===== config.mk =====
export PLATFORM = sky130hd
export DESIGN_NAME = rational_arith_unit
export DESIGN_NICKNAME = d
export VERILOG_FILES = /design/src/rtl/core/rau_pkg.sv /design/src/rtl/core/rau_mul.sv /design/src/rtl/core/rau_gcd.sv /design/src/rtl/core/rau_div.sv /design/src/rtl/core/rational_arith_unit.sv
export SDC_FILE = /design/constraint.sdc
export NUM_CORES = 2
export LEC_CHECK = 0
export ABC_CLOCK_PERIOD_IN_PS = 12800
export BUFFER_PORTS_ARGS = -buffer_cell sky130_fd_sc_hd__buf_2
export CAP_MARGIN = 5
export CORE_MARGIN = 5
export CORE_UTILIZATION = 40
export DETAILED_ROUTE_END_ITERATION = 8
export HOLD_SLACK_MARGIN = 0.05
export PLACE_DENSITY_LB_ADDON = 0.1
export SLEW_MARGIN = 20
export SYNTH_ARGS = -nofsm -noshare
export SYNTH_HDL_FRONTEND = slang
export SYNTH_SLANG_ARGS = --single-unit

===== constraint.sdc =====
create_clock -name i_clk -period 12.8 [get_ports i_clk]
set_input_delay 2.56 -clock i_clk [delete_from_list [all_inputs] [get_ports i_clk]]
set_output_delay 2.56 -clock i_clk [all_outputs]
set_load 0.005 [all_outputs]

===== src/rtl/core/rau_pkg.sv =====
// Shared types and constants for the rational arithmetic unit.
package rau_pkg;

    localparam int OPERAND_WIDTH = 16;
    localparam int NUM_W  = 2 * OPERAND_WIDTH + 1;
    localparam int DEN_W  = 2 * OPERAND_WIDTH;
    localparam int MUL_W  = OPERAND_WIDTH + 1;
    localparam int PROD_W = 2 * MUL_W;
    localparam int CNT_W  = $clog2(DEN_W + 1);

    localparam logic [1:0] OP_ADD = 2'd0;
    localparam logic [1:0] OP_SUB = 2'd1;
    localparam logic [1:0] OP_MUL = 2'd2;
    localparam logic [1:0] OP_DIV = 2'd3;

    localparam logic [1:0] ST_OK       = 2'd0;
    localparam logic [1:0] ST_DIV_ZERO = 2'd1;
    localparam logic [1:0] ST_DEN_ZERO = 2'd2;

    typedef struct packed {
        logic [1:0]                      opcode;
        logic signed [OPERAND_WIDTH-1:0] a_num;
        logic [OPERAND_WIDTH-1:0]        a_den;
        logic signed [OPERAND_WIDTH-1:0] b_num;
        logic [OPERAND_WIDTH-1:0]        b_den;
    } t_in_item;

    typedef struct packed {
        logic signed [NUM_W-1:0] res_num;
        logic [DEN_W-1:0]        res_den;
        logic [1:0]              status;
    } t_out_item;

    typedef enum logic [3:0] {
        S_IDLE,
        S_MUL0,
        S_MUL1,
        S_MUL2,
        S_FORM,
        S_GCD,
        S_DIVN,
        S_DIVD,
        S_DONE
    } t_state;

endpackage


===== src/rtl/core/rau_mul.sv =====
// Registered signed multiplier shared by the three cross products.
module rau_mul import rau_pkg::*; (
    input  logic                     i_clk,
    input  logic signed [MUL_W-1:0]  i_a,
    input  logic signed [MUL_W-1:0]  i_b,
    output logic signed [PROD_W-1:0] o_p
);

    logic signed [PROD_W-1:0] r_p;

    always_ff @(posedge i_clk) begin
        r_p <= i_a * i_b;
    end

    assign o_p = r_p;

endmodule


===== src/rtl/core/rau_gcd.sv =====
// Binary GCD engine: one shift or one compare-and-subtract per cycle.
module rau_gcd import rau_pkg::*; (
    input  logic             i_clk,
    input  logic             i_rst_n,
    input  logic             i_start,
    input  logic [DEN_W-1:0] i_x,
    input  logic [DEN_W-1:0] i_y,
    output logic             o_done,
    output logic [DEN_W-1:0] o_g
);

    logic             r_run;
    logic             r_done;
    logic [DEN_W-1:0] r_x;
    logic [DEN_W-1:0] r_y;
    logic [DEN_W-1:0] r_g;
    logic [CNT_W-1:0] r_k;
    logic [DEN_W:0]   w_sub;
    logic             w_borrow;
    logic [DEN_W-1:0] w_diff;

    assign w_sub    = {1'b0, r_x} - {1'b0, r_y};
    assign w_borrow = w_sub[DEN_W];
    assign w_diff   = w_sub[DEN_W-1:0];

    always_ff @(posedge i_clk) begin
        if (!i_rst_n) begin
            r_run  <= 1'b0;
            r_done <= 1'b0;
        end else begin
            r_done <= 1'b0;
            if (i_start) begin
                r_run <= 1'b1;
            end else if (r_run && (r_x == '0)) begin
                r_run  <= 1'b0;
                r_done <= 1'b1;
            end
        end
    end

    always_ff @(posedge i_clk) begin
        if (i_start) begin
            r_x <= i_x;
            r_y <= i_y;
            r_k <= '0;
        end else if (r_run) begin
            if (r_x == '0) begin
                // restore the common power of two
                r_g <= r_y << r_k;
            end else if (!r_x[0] && !r_y[0]) begin
                r_x <= r_x >> 1;
                r_y <= r_y >> 1;
                r_k <= r_k + 1'b1;
            end else if (!r_x[0]) begin
                r_x <= r_x >> 1;
            end else if (!r_y[0]) begin
                r_y <= r_y >> 1;
            end else if (!w_borrow) begin
                r_x <= w_diff;
            end else begin
                r_y <= '0 - w_diff;
            end
        end
    end

    assign o_done = r_done;
    assign o_g    = r_g;

endmodule


===== src/rtl/core/rau_div.sv =====
// Restoring divider, one quotient bit per cycle.
module rau_div import rau_pkg::*; (
    input  logic             i_clk,
    input  logic             i_rst_n,
    input  logic             i_start,
    input  logic [DEN_W-1:0] i_dividend,
    input  logic [DEN_W-1:0] i_divisor,
    output logic             o_done,
    output logic [DEN_W-1:0] o_quot
);

    logic             r_run;
    logic             r_done;
    logic [CNT_W-1:0] r_cnt;
    logic [DEN_W-1:0] r_rem;
    logic [DEN_W-1:0] r_q;
    logic [DEN_W-1:0] r_d;
    logic [DEN_W:0]   w_rem_sh;
    logic [DEN_W+1:0] w_trial;
    logic             w_borrow;

    assign w_rem_sh = {r_rem, r_q[DEN_W-1]};
    assign w_trial  = {1'b0, w_rem_sh} - {2'b00, r_d};
    assign w_borrow = w_trial[DEN_W+1];

    always_ff @(posedge i_clk) begin
        if (!i_rst_n) begin
            r_run  <= 1'b0;
            r_done <= 1'b0;
            r_cnt  <= '0;
        end else begin
            r_done <= 1'b0;
            if (i_start) begin
                r_run <= 1'b1;
                r_cnt <= CNT_W'(DEN_W);
            end else if (r_run) begin
                r_cnt <= r_cnt - 1'b1;
                if (r_cnt == CNT_W'(1)) begin
                    r_run  <= 1'b0;
                    r_done <= 1'b1;
                end
            end
        end
    end

    always_ff @(posedge i_clk) begin
        if (i_start) begin
            r_rem <= '0;
            r_q   <= i_dividend;
            r_d   <= i_divisor;
        end else if (r_run) begin
            r_rem <= w_borrow ? w_rem_sh[DEN_W-1:0] : w_trial[DEN_W-1:0];
            r_q   <= {r_q[DEN_W-2:0], !w_borrow};
        end
    end

    assign o_done = r_done;
    assign o_quot = r_q;

endmodule


===== src/rtl/core/rational_arith_unit.sv =====
// Rational add/subtract/multiply/divide with reduction to lowest terms.
//
//  channel  | ports                 | handshake
//  ---------+-----------------------+-------------------------------------------
//  command  | i_cmd (t_in_item)     | taken on the edge where start & !busy
//  result   | o_res (t_out_item)    | o_valid high one cycle, no back-pressure
//
// Steps: three products on one shared multiplier, a binary GCD with one shift or
// subtract per cycle, then two restoring divisions of the magnitude and of the
// denominator by the GCD. Error items go straight to the result state, and zero
// results skip the GCD and both divisions. busy stays high from acceptance to
// the result cycle.
// Reset is synchronous and active low and leaves the unit idle.
module rational_arith_unit import rau_pkg::*; (
    input  logic      i_clk,
    input  logic      i_rst_n,
    input  logic      start,
    output logic      busy,
    input  t_in_item  i_cmd,
    output logic      o_valid,
    output t_out_item o_res
);

    t_state    r_state;
    t_state    n_state;
    t_in_item  r_cmd;
    t_out_item r_out;

    logic signed [PROD_W-1:0] r_m0;
    logic signed [PROD_W-1:0] r_m1;
    logic signed [PROD_W-1:0] w_p;
    logic                     r_neg;
    logic [DEN_W-1:0]         r_mag;
    logic [DEN_W-1:0]         r_den;
    logic [DEN_W-1:0]         r_g;
    logic [DEN_W-1:0]         r_qn;

    logic                     w_accept;
    logic                     w_den_zero;
    logic                     w_div_zero;
    logic signed [MUL_W-1:0]  w_an;
    logic signed [MUL_W-1:0]  w_ad;
    logic signed [MUL_W-1:0]  w_bn;
    logic signed [MUL_W-1:0]  w_bd;
    logic signed [MUL_W-1:0]  w_mul_a;
    logic signed [MUL_W-1:0]  w_mul_b;
    logic signed [PROD_W-1:0] w_num_s;
    logic signed [PROD_W-1:0] w_den_s;
    logic signed [PROD_W-1:0] w_mag_s;
    logic                     w_neg;
    logic [DEN_W-1:0]         w_mag;
    logic [DEN_W-1:0]         w_den;
    logic                     w_gcd_start;
    logic                     w_gcd_done;
    logic [DEN_W-1:0]         w_gcd_g;
    logic                     w_div_start;
    logic                     w_div_done;
    logic [DEN_W-1:0]         w_div_q;
    logic [DEN_W-1:0]         w_div_dvd;
    logic [DEN_W-1:0]         w_div_dvs;
    logic [NUM_W-1:0]         w_qn_ext;

    assign w_accept   = start && (r_state == S_IDLE);
    assign w_den_zero = (i_cmd.a_den == '0) || (i_cmd.b_den == '0);
    assign w_div_zero = (i_cmd.opcode == OP_DIV) && (i_cmd.b_num == '0);

    // operand extension to the multiplier width
    assign w_an = MUL_W'($signed(r_cmd.a_num));
    assign w_bn = MUL_W'($signed(r_cmd.b_num));
    assign w_ad = $signed({1'b0, r_cmd.a_den});
    assign w_bd = $signed({1'b0, r_cmd.b_den});

    rau_mul u_mul (
        .i_clk (i_clk),
        .i_a   (w_mul_a),
        .i_b   (w_mul_b),
        .o_p   (w_p)
    );

    // combine products; a negative divisor moves its sign to the numerator
    always_comb begin
        case (r_cmd.opcode)
            OP_ADD:  w_num_s = r_m0 + r_m1;
            OP_SUB:  w_num_s = r_m0 - r_m1;
            default: w_num_s = r_m0;
        endcase
        w_den_s = w_p;
        if ((r_cmd.opcode == OP_DIV) && w_p[PROD_W-1]) begin
            w_num_s = -w_num_s;
            w_den_s = -w_p;
        end
        w_neg   = w_num_s[PROD_W-1];
        w_mag_s = w_neg ? -w_num_s : w_num_s;
        w_mag   = w_mag_s[DEN_W-1:0];
        w_den   = w_den_s[DEN_W-1:0];
    end

    rau_gcd u_gcd (
        .i_clk   (i_clk),
        .i_rst_n (i_rst_n),
        .i_start (w_gcd_start),
        .i_x     (w_mag),
        .i_y     (w_den),
        .o_done  (w_gcd_done),
        .o_g     (w_gcd_g)
    );

    rau_div u_div (
        .i_clk      (i_clk),
        .i_rst_n    (i_rst_n),
        .i_start    (w_div_start),
        .i_dividend (w_div_dvd),
        .i_divisor  (w_div_dvs),
        .o_done     (w_div_done),
        .o_quot     (w_div_q)
    );

    always_ff @(posedge i_clk) begin
        if (!i_rst_n) begin
            r_state <= S_IDLE;
        end else begin
            r_state <= n_state;
        end
    end

    always_comb begin
        n_state = r_state;
        case (r_state)
            S_IDLE: begin
                if (start) begin
                    n_state = (w_den_zero || w_div_zero) ? S_DONE : S_MUL0;
                end
            end
            S_MUL0: n_state = S_MUL1;
            S_MUL1: n_state = S_MUL2;
            S_MUL2: n_state = S_FORM;
            S_FORM: n_state = (w_mag == '0) ? S_DONE : S_GCD;
            S_GCD: begin
                if (w_gcd_done) begin
                    n_state = S_DIVN;
                end
            end
            S_DIVN: begin
                if (w_div_done) begin
                    n_state = S_DIVD;
                end
            end
            S_DIVD: begin
                if (w_div_done) begin
                    n_state = S_DONE;
                end
            end
            S_DONE:  n_state = S_IDLE;
            default: n_state = S_IDLE;
        endcase
    end

    always_comb begin
        busy        = (r_state != S_IDLE);
        o_valid     = (r_state == S_DONE);
        w_mul_a     = w_ad;
        w_mul_b     = w_bd;
        w_gcd_start = 1'b0;
        w_div_start = 1'b0;
        w_div_dvd   = r_mag;
        w_div_dvs   = r_g;
        case (r_state)
            S_MUL0: begin
                w_mul_a = w_an;
                w_mul_b = (r_cmd.opcode == OP_MUL) ? w_bn : w_bd;
            end
            S_MUL1: begin
                w_mul_a = w_ad;
                w_mul_b = w_bn;
            end
            S_MUL2: begin
                w_mul_a = w_ad;
                w_mul_b = (r_cmd.opcode == OP_DIV) ? w_bn : w_bd;
            end
            S_FORM: begin
                w_gcd_start = (w_mag != '0);
            end
            S_GCD: begin
                w_div_start = w_gcd_done;
                w_div_dvs   = w_gcd_g;
            end
            S_DIVN: begin
                w_div_start = w_div_done;
                w_div_dvd   = r_den;
            end
            default: begin
            end
        endcase
    end

    assign w_qn_ext = {1'b0, r_qn};

    always_ff @(posedge i_clk) begin
        if (w_accept) begin
            r_cmd <= i_cmd;
            if (w_den_zero) begin
                r_out <= '{res_num: '0, res_den: '0, status: ST_DEN_ZERO};
            end else if (w_div_zero) begin
                r_out <= '{res_num: '0, res_den: '0, status: ST_DIV_ZERO};
            end
        end
        if (r_state == S_MUL1) begin
            r_m0 <= w_p;
        end
        if (r_state == S_MUL2) begin
            r_m1 <= w_p;
        end
        if (r_state == S_FORM) begin
            r_neg <= w_neg;
            r_mag <= w_mag;
            r_den <= w_den;
            if (w_mag == '0) begin
                r_out <= '{res_num: '0, res_den: DEN_W'(1), status: ST_OK};
            end
        end
        if ((r_state == S_GCD) && w_gcd_done) begin
            r_g <= w_gcd_g;
        end
        if ((r_state == S_DIVN) && w_div_done) begin
            r_qn <= w_div_q;
        end
        if ((r_state == S_DIVD) && w_div_done) begin
            r_out.res_num <= r_neg ? $signed(~w_qn_ext + 1'b1) : $signed(w_qn_ext);
            r_out.res_den <= w_div_q;
            r_out.status  <= ST_OK;
        end
    end

    assign o_res = r_out;

    a_done_to_idle: assert property (@(posedge i_clk) disable iff (!i_rst_n)
        o_valid |=> !busy)
        else $error("unit not idle after result");

    a_accept_busy: assert property (@(posedge i_clk) disable iff (!i_rst_n)
        (start && !busy) |=> busy)
        else $error("accepted item did not raise busy");

    a_ok_den_pos: assert property (@(posedge i_clk) disable iff (!i_rst_n)
        (o_valid && (o_res.status == ST_OK)) |-> (o_res.res_den != '0))
        else $error("ok result with zero denominator");

    a_err_zero: assert property (@(posedge i_clk) disable iff (!i_rst_n)
        (o_valid && (o_res.status != ST_OK)) |->
            ((o_res.res_num == '0) && (o_res.res_den == '0)))
        else $error("error result with nonzero fields");

    a_gcd_nonzero: assert property (@(posedge i_clk) disable iff (!i_rst_n)
        ((r_state == S_GCD) && w_gcd_done) |-> (w_gcd_g != '0))
        else $error("zero gcd");

endmodule


==> flow_metrics.tcl <==
set metrics [dict create \
    dieHeight_um 341 \
    r2r-end "u_gcd.o_g[6]" \
    ys.flop_type "edfxtp_1" \
    overflow 0 \
    io_pins 138 \
    setup_violations 0 \
    maxSlewViolCount 0 \
    drive_gt1_share_pct 10.3 \
    ctsResizeCount 0 \
    maxCapViolations 0 \
    yosysWarnings 0 \
    rows 121 \
    clock_tree.buffer_depth 3 \
    clk-insertion-delay-late_ps 640 \
    critical_path_class "reg -> reg" \
    core_region_area_mm2 0.109 \
    grt_max_degree 80 \
    root_buffer "clkbuf_16" \
    finalClockSkew_ps 25.7 \
    whs_path_depth 0 \
    status "finished, final reports clean" \
    period_minus_slack_ps 9930 \
    hold_class "reg -> reg" \
    post-cts-setup-buffers 0 \
    die_w_um 341 \
    fin_nets 5059 \
    synthTopCellsByArea "edfxtp_1, fa_1, dfxtp_1" \
    post-synth-top-area-cell "edfxtp_1" \
    endpoint_kind "flop" \
    hold_violations 0 \
    grt_usage_pct 21.7 \
    fin_crit_sh_pct 77.6 \
    cts-hold-fix-buffers 0 \
    detail_route.wl_per_cell_um 21.3 \
    worstSetupStartpoint "r_cmd[65]" \
    synth_cells 4410 \
    htreeDepth 3 \
    hp-start "u_gcd.o_g[6]" \
    synth_nets 4972 \
    synth_edf_count 423 \
    place.port_buffers 137 \
    die_area_mm2 0.116 \
    drcViolationCount 0 \
    gp_congestion 0.905 \
    post_drt_via_cell_ratio 5.50 \
    finalWirelength_mm 127 \
    crit_path_start_kind "flop" \
    ys_seq_elements 576 \
    syn-cell-area_mm2 0.0438 \
    slew_headroom_pct 21.6 \
    grt_pass1_vias 32600 \
    yosysUniqueCellTypes 99 \
    vias 32800 \
    setup_tns_ps 0 \
    clock_sinks 576 \
    critical_path_arrival_ps 10210 \
    critical_path.max_fanout 78 \
    cts_buffers 70 \
    hpwl_mm 98.9 \
    grt_pass1_wl_mm 196 \
    first_pass_iters 6 \
    syn_to_final_growth_pct 10.8 \
    cts_tree "built" \
    antenna_found_initial 9 \
    drtIter0Drc 2424 \
    initial_core_util_pct 40.3 \
    tightest_slew_ps 1160 \
    rsz0062_at_grt "no" \
    synth_top_area_share_pct 29.0 \
    r2r_slack_ps 2870 \
    async_flop_share_pct 0 \
    worst_slack_ps 2870 \
    path_clk_slew_ps 60 \
    ys_seq_area_share_pct 36.0 \
    ant_nets 0 \
    reg2reg_depth 27 \
    place_worst_setup_slack_ps 2870 \
    critPathRequiredTime_ps 13080 \
    syn_avg_cell_area_um2 9.94 \
    fmax_ghz 0.101 \
    rr_startpoint "r_cmd[65]" \
    hold_end "r_g[6]" \
]
## registers in the layout, summed over array words and instances, names as in the netlist, 4 cells and up
register      cells
r_state           4
r_qn             32
r_den            32
u_div.r_cnt       6
o_res            67
u_mul.o_p        34
u_div.r_d        32
u_gcd.o_g        32
u_gcd.r_x        32
r_mag            32
r_cmd            66
r_m0             34
r_g              32
r_m1             34
u_gcd.r_k         6
u_gcd.r_y        32
u_div.r_rem      32
u_div.o_quot     32
## synthesized netlist by cell type, types with 8 or more instances
| master | count |
|---|---|
| nand3_1 | 78 |
| buf_2 | 21 |
| xnor2_1 | 184 |
| nor3_1 | 78 |
| o41ai_1 | 13 |
| mux2i_1 | 84 |
| o21bai_1 | 13 |
| o22ai_1 | 23 |
| dfxtp_1 | 153 |
| nand2b_1 | 43 |
| nand4_1 | 20 |
| o31ai_1 | 45 |
| o2111ai_1 | 10 |
| o21ai_0 | 209 |
| a2111oi_0 | 8 |
| or2_2 | 17 |
| o21ai_1 | 8 |
| a22o_1 | 85 |
| and3_1 | 27 |
| nor2b_1 | 34 |
| a21boi_0 | 12 |
| and2_1 | 39 |
| mux2_1 | 58 |
| nor3b_1 | 9 |
| nand2_1 | 459 |
| ha_1 | 193 |
| fa_1 | 300 |
| clkbuf_1 | 140 |
| mux4_2 | 24 |
| or4_1 | 15 |
| xor2_1 | 102 |
| a21oi_1 | 234 |
| nor2_1 | 351 |
| a31oi_1 | 30 |
| a211oi_1 | 34 |
| inv_1 | 438 |
| buf_1 | 15 |
| mux2_2 | 65 |
| or3_1 | 46 |
| o21a_1 | 25 |
| o211ai_1 | 22 |
| a21o_1 | 49 |
| nor4_1 | 48 |
| edfxtp_1 | 423 |
## per-layer routing
metal | share of wire (%) | global-route usage, %
met4 | 3.0 | 6.41
met3 | 5.9 | 3.15
met5 | 0.0094 | 0
met2 | 46 | 35.1
met1 | 45 | 30.3
## logic make-up after synthesis
group                      Yosys count  synth area share [%]
buffers and inverters              625                  5.52
and+or+nand+nor                   1299                  13.8
adders and majority gates          493                  19.2
AOI/OAI and AO/OA                  900                  13.5
DFF                                576                  36.0
muxes                              231                  6.31
xor gates and xnor gates           286                  5.72
## worst max-delay path by stage
stage | cells past startpoint | endpoint
after floorplan | 39 | u_mul.o_p[32]
after global placement | 27 | u_gcd.o_g[4]
after detailed placement | 27 | u_gcd.o_g[5]
after CTS | 27 | u_gcd.o_g[7]
after global routing | 27 | u_gcd.o_g[21]
final | 27 | u_gcd.o_g[6]
## cell usage in the layout, fill, tap and decap left out, types with 44 or more instances in the layout
| cell type | netlist | final |
|---|---|---|
| a21o_1 | 49 | 49 |
| nand2_1 | 459 | 459 |
| edfxtp_1 | 423 | 423 |
| or3_1 | 46 | 46 |
| ha_1 | 193 | 193 |
| nor4_1 | 48 | 48 |
| dfxtp_1 | 153 | 151 |
| fa_1 | 300 | 300 |
| nor2_1 | 351 | 344 |
| xnor2_1 | 184 | 184 |
| o31ai_1 | 45 | 44 |
| xor2_1 | 102 | 102 |
| nand3_1 | 78 | 77 |
| mux2_1 | 58 | 58 |
| buf_4 | 2 | 59 |
| a21oi_1 | 234 | 233 |
| mux2i_1 | 84 | 79 |
| nor3_1 | 78 | 76 |
| inv_1 | 438 | 436 |
| mux2_2 | 65 | 65 |
| clkbuf_16 | 0 | 74 |
| a22o_1 | 85 | 85 |
| o21ai_0 | 209 | 206 |
| buf_2 | 21 | 137 |
## critical path: stages, from the launching register on
cell and delay [ps]:
edfxtp_1 350, buf_4 280, inv_2 80, buf_4 380, nand2_1 380, nand2_1 150
a21boi_0 340, inv_1 110, fa_1 450, xnor2_1 150, mux2i_1 450, and2_1 310
o2111ai_2 210, or4b_1 660, or3_1 470, nor4b_2 390, nand4b_1 230, or3_1 470
nand3_2 200, nand2_1 490, inv_2 460, a31oi_1 130, a2111oi_0 710, nand3_1 390
o21ai_4 260, buf_12 390, and3_1 220, buf_4 350
## area by class of cell
cell class                 count  area, µm²
clock inverter                36        453
clock buffer                  92       2000
tap                         1414       1770
sequential                   576      15800
inverter                     442       1660
fill                       10500      60300
antenna                        1       2.50
multi-input combinational   3209      25700
timing repair buffer         198       1170
## metrics by stage
step / utilization [%] / instances / hold slack [ps] / cell area, µm²
2_1_floorplan: - / 4410 / 404 / 43800
3_3_place_gp: 42.3 / 5838 / 434 / 46100
3_5_place_dp: 42.3 / 5838 / 430 / 46100
4_1_cts: 44.6 / 5966 / 449 / 48500
5_1_grt: 44.6 / 5967 / 457 / 48600
6_report: 44.6 / 5968 / 450 / 48600
Power is not shown: default switching activity piles up to over one toggle a cycle in this logic, so the estimate is an artifact.
